[src/sv/mnrd_pkg.sv]
package mnrd_pkg;

   // Width of the sample fields on the request channel.
   localparam int SAMPLE_FIELD_BITS = 16;

   // The ratio D/M is formed with 8 integer and 24 fraction bits.
   localparam int RATIO_INT_BITS  = 8;
   localparam int RATIO_FRAC_BITS = 24;
   localparam int RATIO_BITS      = RATIO_INT_BITS + RATIO_FRAC_BITS;
   localparam int ROOT_BITS       = RATIO_BITS / 2;
   localparam int STEP_CNT_BITS   = $clog2(RATIO_BITS);

   localparam logic [ROOT_BITS-1:0] NRMSD_MAX = '1;

   typedef enum logic [1:0] {
      BK_IDLE,
      BK_DIVIDE,
      BK_ROOT,
      BK_DONE
   } back_state_type;

   typedef struct packed {
      logic full;
      logic empty;
   } queue_status_type;

endpackage

[src/sv/masked_normalized_rms_difference_unit.sv]
// Channel   Direction  Handshake            Payload
// req       in         req_valid/req_stall  req_sample_a, req_sample_b, req_in_mask,
//                                           req_last_sample
// rsp       out        rsp_valid/rsp_stall  rsp_nrmsd, rsp_result_valid
//
// The front end takes one sample pair per cycle while not stalled: one stage squares,
// the next accumulates. Each voxel's last item is queued (two voxels deep) for the back
// end, which runs 32 restoring division steps, 16 square-root steps, and handoff per
// voxel; an unmasked, zero-mean or saturating voxel skips the steps. Input stalls only
// when a last item finds the voxel queue full. Reset clears both sums and the queue.
module masked_normalized_rms_difference_unit #(
   parameter int MAX_SAMPLES = 1024,
   parameter int SAMPLE_BITS = 16
) (
   input  logic                                         clock,
   input  logic                                         reset,
   input  logic                                         req_valid,
   output logic                                         req_stall,
   input  logic signed [mnrd_pkg::SAMPLE_FIELD_BITS-1:0] req_sample_a,
   input  logic signed [mnrd_pkg::SAMPLE_FIELD_BITS-1:0] req_sample_b,
   input  logic                                         req_in_mask,
   input  logic                                         req_last_sample,
   output logic                                         rsp_valid,
   input  logic                                         rsp_stall,
   output logic [mnrd_pkg::ROOT_BITS-1:0]               rsp_nrmsd,
   output logic                                         rsp_result_valid
);
   import mnrd_pkg::*;

   localparam int MEAN_BITS = 2 * SAMPLE_BITS + $clog2(MAX_SAMPLES);
   localparam int DIFF_BITS = MEAN_BITS + 2;
   localparam int JOB_BITS  = MEAN_BITS + DIFF_BITS + 1;

   queue_status_type      queue_status;
   logic                  job_push;
   logic                  job_pop;
   logic [JOB_BITS-1:0]   push_data;
   logic [JOB_BITS-1:0]   pop_data;

   mnrd_front #(
      .SAMPLE_BITS (SAMPLE_BITS),
      .MEAN_BITS   (MEAN_BITS),
      .DIFF_BITS   (DIFF_BITS)
   ) u_front (
      .clock           (clock),
      .reset           (reset),
      .req_valid       (req_valid),
      .req_stall       (req_stall),
      .req_sample_a    (req_sample_a),
      .req_sample_b    (req_sample_b),
      .req_in_mask     (req_in_mask),
      .req_last_sample (req_last_sample),
      .queue_status    (queue_status),
      .job_push        (job_push),
      .job_data        (push_data)
   );

   mnrd_queue #(
      .WIDTH (JOB_BITS)
   ) u_queue (
      .clock     (clock),
      .reset     (reset),
      .push      (job_push),
      .push_data (push_data),
      .pop       (job_pop),
      .pop_data  (pop_data),
      .status    (queue_status)
   );

   mnrd_back #(
      .MEAN_BITS (MEAN_BITS),
      .DIFF_BITS (DIFF_BITS)
   ) u_back (
      .clock            (clock),
      .reset            (reset),
      .queue_status     (queue_status),
      .job_data         (pop_data),
      .job_pop          (job_pop),
      .rsp_valid        (rsp_valid),
      .rsp_stall        (rsp_stall),
      .rsp_nrmsd        (rsp_nrmsd),
      .rsp_result_valid (rsp_result_valid)
   );

endmodule

[src/sv/mnrd_front.sv]
module mnrd_front #(
   parameter int SAMPLE_BITS = 16,
   parameter int MEAN_BITS   = 42,
   parameter int DIFF_BITS   = 44
) (
   input  logic                                         clock,
   input  logic                                         reset,
   input  logic                                         req_valid,
   output logic                                         req_stall,
   input  logic signed [mnrd_pkg::SAMPLE_FIELD_BITS-1:0] req_sample_a,
   input  logic signed [mnrd_pkg::SAMPLE_FIELD_BITS-1:0] req_sample_b,
   input  logic                                         req_in_mask,
   input  logic                                         req_last_sample,
   input  mnrd_pkg::queue_status_type                   queue_status,
   output logic                                         job_push,
   output logic [MEAN_BITS+DIFF_BITS:0]                 job_data
);
   import mnrd_pkg::*;

   localparam int PW = (SAMPLE_BITS > SAMPLE_FIELD_BITS) ? SAMPLE_BITS : SAMPLE_FIELD_BITS;
   localparam int SQ_BITS = 2 * SAMPLE_BITS;

   logic [PW-1:0]             ext_a;
   logic [PW-1:0]             ext_b;
   logic signed [SAMPLE_BITS-1:0] val_a;
   logic signed [SAMPLE_BITS-1:0] val_b;
   logic signed [SAMPLE_BITS:0]   sum_s;
   logic signed [SAMPLE_BITS:0]   dif_s;
   logic [SAMPLE_BITS:0]      sum_mag;
   logic [SAMPLE_BITS:0]      dif_mag;
   logic [SQ_BITS+1:0]        sum_sq;
   logic [SQ_BITS+1:0]        dif_sq;

   logic                      s1_valid_ff, s1_valid_in;
   logic                      s1_mask_ff, s1_mask_in;
   logic                      s1_last_ff, s1_last_in;
   logic [SQ_BITS-1:0]        mean_inc_ff, mean_inc_in;
   logic [SQ_BITS-1:0]        diff_inc_ff, diff_inc_in;
   logic [MEAN_BITS-1:0]      mean_sum_ff, mean_sum_in;
   logic [DIFF_BITS-1:0]      diff_sum_ff, diff_sum_in;

   logic                      advance;
   logic                      accept;
   logic                      consume;
   logic [MEAN_BITS:0]        mean_wide;
   logic [DIFF_BITS:0]        diff_wide;
   logic [MEAN_BITS-1:0]      mean_new;
   logic [DIFF_BITS-1:0]      diff_new;

   // A finished voxel waits in the first stage while the queue is full.
   assign advance   = !(s1_valid_ff && s1_last_ff && queue_status.full);
   assign req_stall = !advance;
   assign accept    = req_valid && advance;
   assign consume   = s1_valid_ff && advance;

   always_comb begin
      ext_a   = PW'($unsigned(req_sample_a));
      ext_b   = PW'($unsigned(req_sample_b));
      val_a   = signed'(ext_a[SAMPLE_BITS-1:0]);
      val_b   = signed'(ext_b[SAMPLE_BITS-1:0]);
      sum_s   = (SAMPLE_BITS+1)'(val_a) + (SAMPLE_BITS+1)'(val_b);
      dif_s   = (SAMPLE_BITS+1)'(val_a) - (SAMPLE_BITS+1)'(val_b);
      sum_mag = sum_s[SAMPLE_BITS] ? $unsigned(-sum_s) : $unsigned(sum_s);
      dif_mag = dif_s[SAMPLE_BITS] ? $unsigned(-dif_s) : $unsigned(dif_s);
      sum_sq  = sum_mag * sum_mag;
      dif_sq  = dif_mag * dif_mag;
   end

   always_comb begin
      s1_valid_in = s1_valid_ff;
      s1_mask_in  = s1_mask_ff;
      s1_last_in  = s1_last_ff;
      mean_inc_in = mean_inc_ff;
      diff_inc_in = diff_inc_ff;
      if (advance) begin
         s1_valid_in = accept;
         s1_mask_in  = req_in_mask;
         s1_last_in  = req_last_sample;
         mean_inc_in = req_in_mask ? sum_sq[SQ_BITS+1:2] : '0;
         diff_inc_in = req_in_mask ? dif_sq[SQ_BITS-1:0] : '0;
      end
   end

   always_comb begin
      mean_wide = {1'b0, mean_sum_ff} + (MEAN_BITS+1)'(mean_inc_ff);
      diff_wide = {1'b0, diff_sum_ff} + (DIFF_BITS+1)'(diff_inc_ff);
      mean_new  = mean_wide[MEAN_BITS] ? '1 : mean_wide[MEAN_BITS-1:0];
      diff_new  = diff_wide[DIFF_BITS] ? '1 : diff_wide[DIFF_BITS-1:0];

      mean_sum_in = mean_sum_ff;
      diff_sum_in = diff_sum_ff;
      if (consume) begin
         mean_sum_in = s1_last_ff ? '0 : mean_new;
         diff_sum_in = s1_last_ff ? '0 : diff_new;
      end
      job_push = consume && s1_last_ff;
      job_data = {s1_mask_ff, mean_new, diff_new};
   end

   always_ff @(posedge clock) begin
      if (reset) begin
         s1_valid_ff <= 1'b0;
         mean_sum_ff <= '0;
         diff_sum_ff <= '0;
      end else begin
         s1_valid_ff <= s1_valid_in;
         mean_sum_ff <= mean_sum_in;
         diff_sum_ff <= diff_sum_in;
      end
      s1_mask_ff  <= s1_mask_in;
      s1_last_ff  <= s1_last_in;
      mean_inc_ff <= mean_inc_in;
      diff_inc_ff <= diff_inc_in;
   end

endmodule

[src/sv/mnrd_queue.sv]
module mnrd_queue #(
   parameter int WIDTH = 87
) (
   input  logic                       clock,
   input  logic                       reset,
   input  logic                       push,
   input  logic [WIDTH-1:0]           push_data,
   input  logic                       pop,
   output logic [WIDTH-1:0]           pop_data,
   output mnrd_pkg::queue_status_type status
);
   import mnrd_pkg::*;

   logic [WIDTH-1:0] entry_ff [2];
   logic [WIDTH-1:0] entry_in [2];
   logic             wr_ptr_ff, wr_ptr_in;
   logic             rd_ptr_ff, rd_ptr_in;
   logic [1:0]       count_ff, count_in;

   always_comb begin
      entry_in  = entry_ff;
      wr_ptr_in = wr_ptr_ff;
      rd_ptr_in = rd_ptr_ff;
      count_in  = count_ff;
      if (push) begin
         entry_in[wr_ptr_ff] = push_data;
         wr_ptr_in           = !wr_ptr_ff;
      end
      if (pop) begin
         rd_ptr_in = !rd_ptr_ff;
      end
      case ({push, pop})
         2'b10:   count_in = count_ff + 2'd1;
         2'b01:   count_in = count_ff - 2'd1;
         default: count_in = count_ff;
      endcase
      pop_data     = entry_ff[rd_ptr_ff];
      status.full  = count_ff == 2'd2;
      status.empty = count_ff == 2'd0;
   end

   always_ff @(posedge clock) begin
      if (reset) begin
         wr_ptr_ff <= 1'b0;
         rd_ptr_ff <= 1'b0;
         count_ff  <= 2'd0;
      end else begin
         wr_ptr_ff <= wr_ptr_in;
         rd_ptr_ff <= rd_ptr_in;
         count_ff  <= count_in;
      end
      entry_ff <= entry_in;
   end

endmodule

[src/sv/mnrd_back.sv]
module mnrd_back #(
   parameter int MEAN_BITS = 42,
   parameter int DIFF_BITS = 44
) (
   input  logic                              clock,
   input  logic                              reset,
   input  mnrd_pkg::queue_status_type        queue_status,
   input  logic [MEAN_BITS+DIFF_BITS:0]      job_data,
   output logic                              job_pop,
   output logic                              rsp_valid,
   input  logic                              rsp_stall,
   output logic [mnrd_pkg::ROOT_BITS-1:0]    rsp_nrmsd,
   output logic                              rsp_result_valid
);
   import mnrd_pkg::*;

   localparam logic [STEP_CNT_BITS-1:0] DIV_LAST  = STEP_CNT_BITS'(RATIO_BITS - 1);
   localparam logic [STEP_CNT_BITS-1:0] ROOT_LAST = STEP_CNT_BITS'(ROOT_BITS - 1);
   localparam int SREM_BITS = ROOT_BITS + 2;

   back_state_type          state_ff, state_in;
   logic [MEAN_BITS-1:0]    m_ff, m_in;
   logic [MEAN_BITS-1:0]    rem_ff, rem_in;
   logic [RATIO_BITS-1:0]   quo_ff, quo_in;
   logic [STEP_CNT_BITS-1:0] cnt_ff, cnt_in;
   logic [ROOT_BITS-1:0]    root_ff, root_in;
   logic [SREM_BITS-1:0]    srem_ff, srem_in;
   logic [ROOT_BITS-1:0]    res_value_ff, res_value_in;
   logic                    res_flag_ff, res_flag_in;
   logic                    rsp_valid_ff, rsp_valid_in;
   logic [ROOT_BITS-1:0]    rsp_nrmsd_ff, rsp_nrmsd_in;
   logic                    rsp_flag_ff, rsp_flag_in;

   logic                    job_mask;
   logic [MEAN_BITS-1:0]    job_m;
   logic [DIFF_BITS-1:0]    job_d;
   logic                    job_trivial;
   logic                    job_saturate;
   logic [MEAN_BITS+1:0]    div_diff;
   logic                    div_ge;
   logic [MEAN_BITS-1:0]    div_shift;
   logic [SREM_BITS-1:0]    sq_rem;
   logic [SREM_BITS:0]      sq_diff;
   logic                    sq_ge;
   logic [ROOT_BITS-1:0]    root_next;
   logic                    out_free;

   assign {job_mask, job_m, job_d} = job_data;
   assign out_free = !rsp_valid_ff || !rsp_stall;

   always_comb begin
      job_trivial  = !job_mask || (job_m == '0);
      // The root reaches 16 or more exactly when D >= 256 * M.
      job_saturate = (MEAN_BITS+RATIO_INT_BITS)'(job_d) >= {job_m, {RATIO_INT_BITS{1'b0}}};

      // One restoring division step: the remainder stays below M.
      div_diff  = {1'b0, rem_ff, quo_ff[RATIO_BITS-1]} - {2'b00, m_ff};
      div_ge    = !div_diff[MEAN_BITS+1];
      div_shift = {rem_ff[MEAN_BITS-2:0], quo_ff[RATIO_BITS-1]};

      // One digit of the integer square root, two radicand bits a step.
      sq_rem    = {srem_ff[SREM_BITS-3:0], quo_ff[RATIO_BITS-1:RATIO_BITS-2]};
      sq_diff   = {1'b0, sq_rem} - {1'b0, root_ff, 2'b01};
      sq_ge     = !sq_diff[SREM_BITS];
      root_next = {root_ff[ROOT_BITS-2:0], sq_ge};
   end

   always_comb begin
      state_in = state_ff;
      case (state_ff)
         BK_IDLE: begin
            if (!queue_status.empty) begin
               state_in = (job_trivial || job_saturate) ? BK_DONE : BK_DIVIDE;
            end
         end
         BK_DIVIDE: begin
            if (cnt_ff == DIV_LAST) begin
               state_in = BK_ROOT;
            end
         end
         BK_ROOT: begin
            if (cnt_ff == ROOT_LAST) begin
               state_in = BK_DONE;
            end
         end
         BK_DONE: begin
            if (out_free) begin
               state_in = BK_IDLE;
            end
         end
         default: state_in = BK_IDLE;
      endcase
   end

   always_comb begin
      job_pop      = 1'b0;
      m_in         = m_ff;
      rem_in       = rem_ff;
      quo_in       = quo_ff;
      cnt_in       = cnt_ff;
      root_in      = root_ff;
      srem_in      = srem_ff;
      res_value_in = res_value_ff;
      res_flag_in  = res_flag_ff;
      rsp_valid_in = rsp_valid_ff && rsp_stall;
      rsp_nrmsd_in = rsp_nrmsd_ff;
      rsp_flag_in  = rsp_flag_ff;
      case (state_ff)
         BK_IDLE: begin
            if (!queue_status.empty) begin
               job_pop      = 1'b1;
               m_in         = job_m;
               rem_in       = MEAN_BITS'(job_d[DIFF_BITS-1:RATIO_INT_BITS]);
               quo_in       = {job_d[RATIO_INT_BITS-1:0], {RATIO_FRAC_BITS{1'b0}}};
               cnt_in       = '0;
               res_flag_in  = !job_trivial;
               res_value_in = job_trivial ? '0 : NRMSD_MAX;
            end
         end
         BK_DIVIDE: begin
            rem_in  = div_ge ? div_diff[MEAN_BITS-1:0] : div_shift;
            quo_in  = {quo_ff[RATIO_BITS-2:0], div_ge};
            cnt_in  = cnt_ff + 1'b1;
            root_in = '0;
            srem_in = '0;
            if (cnt_ff == DIV_LAST) begin
               cnt_in = '0;
            end
         end
         BK_ROOT: begin
            srem_in = sq_ge ? sq_diff[SREM_BITS-1:0] : sq_rem;
            root_in = root_next;
            quo_in  = {quo_ff[RATIO_BITS-3:0], 2'b00};
            cnt_in  = cnt_ff + 1'b1;
            if (cnt_ff == ROOT_LAST) begin
               res_value_in = root_next;
            end
         end
         BK_DONE: begin
            if (out_free) begin
               rsp_valid_in = 1'b1;
               rsp_nrmsd_in = res_value_ff;
               rsp_flag_in  = res_flag_ff;
            end
         end
         default: begin
            job_pop = 1'b0;
         end
      endcase
   end

   assign rsp_valid        = rsp_valid_ff;
   assign rsp_nrmsd        = rsp_nrmsd_ff;
   assign rsp_result_valid = rsp_flag_ff;

   always_ff @(posedge clock) begin
      if (reset) begin
         state_ff     <= BK_IDLE;
         rsp_valid_ff <= 1'b0;
      end else begin
         state_ff     <= state_in;
         rsp_valid_ff <= rsp_valid_in;
      end
      m_ff         <= m_in;
      rem_ff       <= rem_in;
      quo_ff       <= quo_in;
      cnt_ff       <= cnt_in;
      root_ff      <= root_in;
      srem_ff      <= srem_in;
      res_value_ff <= res_value_in;
      res_flag_ff  <= res_flag_in;
      rsp_nrmsd_ff <= rsp_nrmsd_in;
      rsp_flag_ff  <= rsp_flag_in;
   end

endmodule

[config.mk]
export PLATFORM = sky130hd
export DESIGN_NAME = masked_normalized_rms_difference_unit
export DESIGN_NICKNAME = d
export VERILOG_FILES = /design/src/sv/mnrd_pkg.sv /design/src/sv/masked_normalized_rms_difference_unit.sv /design/src/sv/mnrd_front.sv /design/src/sv/mnrd_queue.sv /design/src/sv/mnrd_back.sv
export SDC_FILE = /design/constraint.sdc
export NUM_CORES = 2
export LEC_CHECK = 0
export CORE_ASPECT_RATIO = 1.1
export CORE_MARGIN = 8
export CORE_UTILIZATION = 50
export CTS_CLUSTER_SIZE = 25
export DETAILED_ROUTE_END_ITERATION = 12
export DONT_BUFFER_PORTS = 1
export SYNTH_ARGS = -nofsm -noshare
export SYNTH_HDL_FRONTEND = slang
export SYNTH_SLANG_ARGS = --single-unit
[constraint.sdc]
create_clock -name clock -period 20.2 [get_ports clock]
set_input_delay 3.03 -clock clock [delete_from_list [all_inputs] [get_ports clock]]
set_output_delay 3.03 -clock clock [all_outputs]
set_load 0.03 [all_outputs]
Yosys cells after proc, flatten, opt, wreduce, memory -nomap -nowiden
Index checks and enable logic that the tools add are counted.
{ "word_totals": {"reg_bits": 521, "inputBits": 38, "rom_bits": 0, "ramBits": 0, "latch_bits": 0, "memories": 0, "out_inout_bits": 19} }
{ "classes": {"multipliers": 2, "n_eq_ne": 12, "reduce_logical": 33, "bitwise": 3, "n_lt_le_gt_ge": 4, "n_shift": 0, "n_mux": 38, "add_sub_neg": 11, "div_mod_pow": 0} }
{ "ops": {"columns": ["cell", "n"], "rows": [
  ["two-way mux 87 bit", 4],
  ["bitwise mux 174 bit", 1],
  ["two-way mux 42 bit", 4],
  ["case mux 16 bit (2 select lines)", 3],
  ["case mux 32 bit (3 select lines)", 1],
  ["two-way mux 44 bit", 2],
  ["demux 87 bit (select 1 bit)", 1],
  ["case mux 42 bit (2 select lines)", 1],
  ["two-way mux 16 bit", 4],
  ["greater-or-equal comparator 44 x 50 -> 1 bit", 1],
  ["adder 44 x 32 -> 45 bit", 1],
  ["subtractor 43 x 42 -> 44 bit", 1],
  ["adder 42 x 32 -> 43 bit", 1],
  ["logical NOT 42 bit", 1],
  ["multiplier 17 x 17 -> 34 bit", 1],
  ["two-way mux 17 bit", 2],
  ["negation 17 bit", 2],
  ["multiplier 17 x 17 -> 32 bit", 1],
  ["two-way mux 32 bit", 1],
  ["subtractor 18 x 18 -> 19 bit", 1],
  ["adder 16 x 16 -> 17 bit", 1],
  ["subtractor 16 x 16 -> 17 bit", 1],
  ["case mux 5 bit (3 select lines)", 1],
  ["two-way mux 2 bit", 5],
  ["other kinds (26)", 61]
]} }

Logic depth before layout (Yosys ltp)
{ "logic_depth": {"depth_word": 10, "depth_mapped": 39, "depth_no_buf": 36} }

By module
From an unflattened synthesis, not the netlist that was laid out.
{ "unflattened": {"cells_unflattened": 4716, "hier_area_um2": 46377.0} }
{ "modules_own_cells": {"columns": ["mod", "cells_per_inst", "seq_area_each_um2", "instances", "area_each_um2"], "rows": [
  ["mnrd_front", 3284, 3693.5, 1, 28108.2],
  ["mnrd_back", 1141, 5675.4, 1, 11813.8],
  ["mnrd_queue", 291, 5305.1, 1, 6454.9]
]} }

Worst setup path after synthesis
Ideal clock, no wire load.
{ "synth_path": {"path_type": "input to register", "start": "in req_sample_b[3] (netlist name)", "end": "reg u_front.mean_inc_ff[31] (data pin)", "arrival_ns": 11.027, "setup_slack_ns": 8.918, "stages": 32, "path_buffers": 2, "required_ns": 19.945, "path_cell_list": "inv_1 ha_1 buf_6 nor2b_1 a211o_1 nor4b_2 o31ai_1 nor4_4 nand3_2 o41ai_2 xnor2_1 buf_6 nor2_1 fa_1 fa_1 fa_1 fa_1 fa_1 inv_1 fa_1 inv_1 ha_1 nand2_1 nor2_1 inv_1 or3_1 o21ba_2 a311oi_1 a211oi_1 a31oi_1 xnor2_1 and2_1"} }
{ "synth_via": {"elab_chain_cells": 4} }
{ "synth_rtl": {"columns": ["element", "line", "text"], "rows": [
  ["from (decl)", "masked_normalized_rms_difference_unit.sv:20", "input logic signed [mnrd_pkg::SAMPLE_FIELD_BITS-1:0] req_sample_b,"],
  ["adder 16 x 16 -> 17 bit *", "mnrd_front.sv:61", "sum_s = (SAMPLE_BITS+1)'(val_a) + (SAMPLE_BITS+1)'(val_b);"],
  ["negation 17 bit", "mnrd_front.sv:63", "sum_mag = sum_s[SAMPLE_BITS] ? $unsigned(-sum_s) : $unsigned(sum_s);"],
  ["two-way mux 17 bit *", "mnrd_front.sv:63", null],
  ["multiplier 17 x 17 -> 34 bit *", "mnrd_front.sv:65", "sum_sq = sum_mag * sum_mag;"],
  ["to (signal assigned)", "mnrd_front.sv:112", "mean_inc_ff <= mean_inc_in;"],
  ["to (decl)", "mnrd_front.sv:37", "logic [SQ_BITS-1:0] mean_inc_ff, mean_inc_in;"]
]} }
Every way passes the cells marked *; elsewhere a longest branch is shown, timed or not.
A chain may end at the register's enable or synchronous reset.

Final worst setup path
{ "layout_path": {"start": "in req_sample_b[1] (netlist name)", "end": "reg u_front.mean_inc_ff[31] (data pin)"} }
The elaborated chain is that of the path after synthesis.

==> flow_metrics.tcl <==
set metrics [dict create \
    hold_depth 0 \
    final_util_pct 53.7 \
    core_sq_um 91000 \
    cp_max_fo 11 \
    finalSetupTns_ns 0 \
    slew_headroom_pct 30.6 \
    setup-violations-final 0 \
    syn-cell-area_sq_um 45900 \
    critPathMaxStageDelay_ns 0.89 \
    worstPathArrival_ns 12.42 \
    io_pins 57 \
    gp_congestion 0.901 \
    grt_pass1_wl_um 172000 \
    grt_pass1_vias 32200 \
    die_w_um 305 \
    status "finished clean" \
    synthTopCellsByArea "edfxtp_1, fa_1, ha_1, inv_1, dfxtp_1" \
    yosysSeqAreaShare_pct 32.0 \
    insertion_delay_ns 0.60 \
    route.detailed.drc 0 \
    die-area_sq_um 102000 \
    dieHeight_um 334 \
    via_per_inst 5.54 \
    wl_per_cell_um 18.2 \
    cts.sinks 520 \
    synth_commonest_cells "inv_1, edfxtp_1, ha_1" \
    ctsResizeCount 0 \
    synth_cell_types 105 \
    yosys_warnings 0 \
    rows 116 \
    period_needed_ns 12.08 \
    synth_edf_count 426 \
    fmax_mhz 82.8 \
    firstDrtPassIters 5 \
    fin_crit_sh_pct 59.8 \
    clkSlewWorstSetupHoldPaths_ns 0.06 \
    vias 32000 \
    critPathMostFrequentCell "fa_1" \
    drtAntennaViolNets 0 \
    synth_async_sr_flop_share_pct 0 \
    synth.most_common_cell "inv_1" \
    path_class "in -> reg" \
    start_kind "input pin" \
    drt_iter0_drc 1720 \
    ys.flop_type "edfxtp_1" \
    synth_cells 4593 \
    start_util_pct 50.4 \
    fillCellCount 8225 \
    grt.total_usage_pct 20.4 \
    io_buffers 0 \
    synth-seq-cells 520 \
    min_path_type "reg -> reg" \
    max-clock-path-buffers 3 \
    required_ns 20.54 \
    drv_cap 0 \
    grt_max_degree 82 \
    regArea_sq_um 14700 \
    areaGrowthSynthToFinish_pct 6.57 \
    reg2regPathDepth 10 \
    drv_slew 0 \
    clock_skew_ns 0.0244 \
    wirelength_um 105000 \
    cts_setup_buffers 0 \
    synth_top_area_cell "edfxtp_1" \
    overflow 0 \
    final_nets 5394 \
    place_hpwl_um 81900 \
    synth_top_cell_area_share_pct 27.9 \
    hold_buffers 0 \
    rsz0062_at_grt "no" \
    multi_input_area_sq_um 28100 \
    cts-root-buf "clkbuf_16" \
    crit_path_end_kind "flop" \
    htreeDepth 2 \
    worst_slew_pin_slew_ns 1.01 \
    hold_viol 0 \
    final_layout_size_suffix_gt1_share_pct 5.65 \
    cts_made_buffers 51 \
    tritoncts "yes" \
    diodes 0 \
    antenna_found_initial 0 \
    critPathSlowestCell "a2111oi_0" \
    syn_area_per_cell_sq_um 9.99 \
    holdWs_ns 0.417 \
]
[per-layer routing]
layer	share of wire, %	global-route usage [%]
met5	0	0
met4	2.3	4.92
met3	4.2	1.74
met2	48	35.4
met1	45	27.6
[state kept, by name, indices dropped and copies added, names as in the netlist, 2 cells and up]
signal / cells
u_back.cnt_ff: 5
u_back.m_ff: 42
u_back.quo_ff: 32
u_back.rem_ff: 42
u_back.res_value_ff: 16
u_back.root_ff: 16
u_back.rsp_nrmsd: 16
u_back.srem_ff: 16
u_back.state_ff: 2
u_front.diff_inc_ff: 31
u_front.diff_sum_ff: 44
u_front.mean_inc_ff: 32
u_front.mean_sum_ff: 42
u_queue.count_ff: 2
u_queue.entry_ff: 174
[area by class of cell]
class | count | share of cell area, %
inverters | 710 | 5.45
multi-input cells | 3241 | 57.4
clock inverters | 30 | 0.653
repair buffers | 36 | 0.553
flip-flops and latches | 520 | 30.0
well taps | 1180 | 3.02
clock buffers | 64 | 2.88
[worst paths after layout]
kind | slack (ns) | from | endpoint
worst max-delay path | 8.12 | req_sample_b[1] | u_front.mean_inc_ff[31]
worst min-delay path | 0.42 | u_back.res_flag_ff | u_back.rsp_result_valid
worst max register to register | 15.47 | u_queue.rd_ptr_ff | u_back.state_ff[1]
worst min register to register | 0.42 | u_back.res_flag_ff | u_back.rsp_result_valid
[worst max-delay path: cells and delay by family]
kind | cells | cell delay (ns)
AO/OA/AOI/OAI | 7 | 2.29
XOR/XNOR | 2 | 0.68
adder cells (fa/ha/maj) | 8 | 3.73
buffers and inverters | 5 | 0.72
AND/OR/NAND/NOR | 8 | 1.95
[kinds of logic (layout without fill, tap and decap cells)]
| kind of cell | Yosys count | in the layout | synth area share (%) |
|---|---|---|---|
| and+or+nand+nor | 1217 | 1217 | 12.6 |
| AOI/OAI and AO/OA | 889 | 889 | 13.6 |
| buffers and inverters | 853 | 840 | 7.17 |
| adders and majority gates | 796 | 796 | 28.1 |
| DFF | 520 | 520 | 32.0 |
| xor gates and xnor gates | 211 | 211 | 4.13 |
| muxes | 105 | 105 | 2.43 |
| other | 2 | 23 | 0.0164 |
[placed cells by master (no fill, tap or decap), types with 19 or more instances in the layout]
cell and count:
and3_1 35, mux2i_1 57, nor3_1 57, xnor2_1 129, o21a_1 38, a31oi_1 58, a211oi_1 34, fa_1 388
edfxtp_1 426, o211ai_1 21, conb_1 23, nand3_1 60, o31ai_1 19, nand2b_1 65, or3_1 24, ha_1 406
dfxtp_1 93, nor2b_1 56, o21ai_0 124, and2_1 33, buf_4 36, a21o_1 109, nand2_1 389, xor2_1 75
a21oi_1 199, mux2_2 47, clkbuf_16 54, o21bai_1 30, nand4_1 44, a22o_1 92, inv_1 691, nor2_1 348
[per-stage QoR]
step / area (sq um) / std cells / worst slack, ns
final: 48900 / 5781 / 8.12
after global routing: 48900 / 5781 / 7.64
after CTS: 48900 / 5781 / 8.14
after detailed placement: 47200 / 5687 / 7.52
after global placement: 47200 / 5687 / 7.67
after floorplan: 45900 / 4614 / 8.92
Power is not shown: default switching activity piles up to over one toggle a cycle in this logic, so the estimate is an artifact.
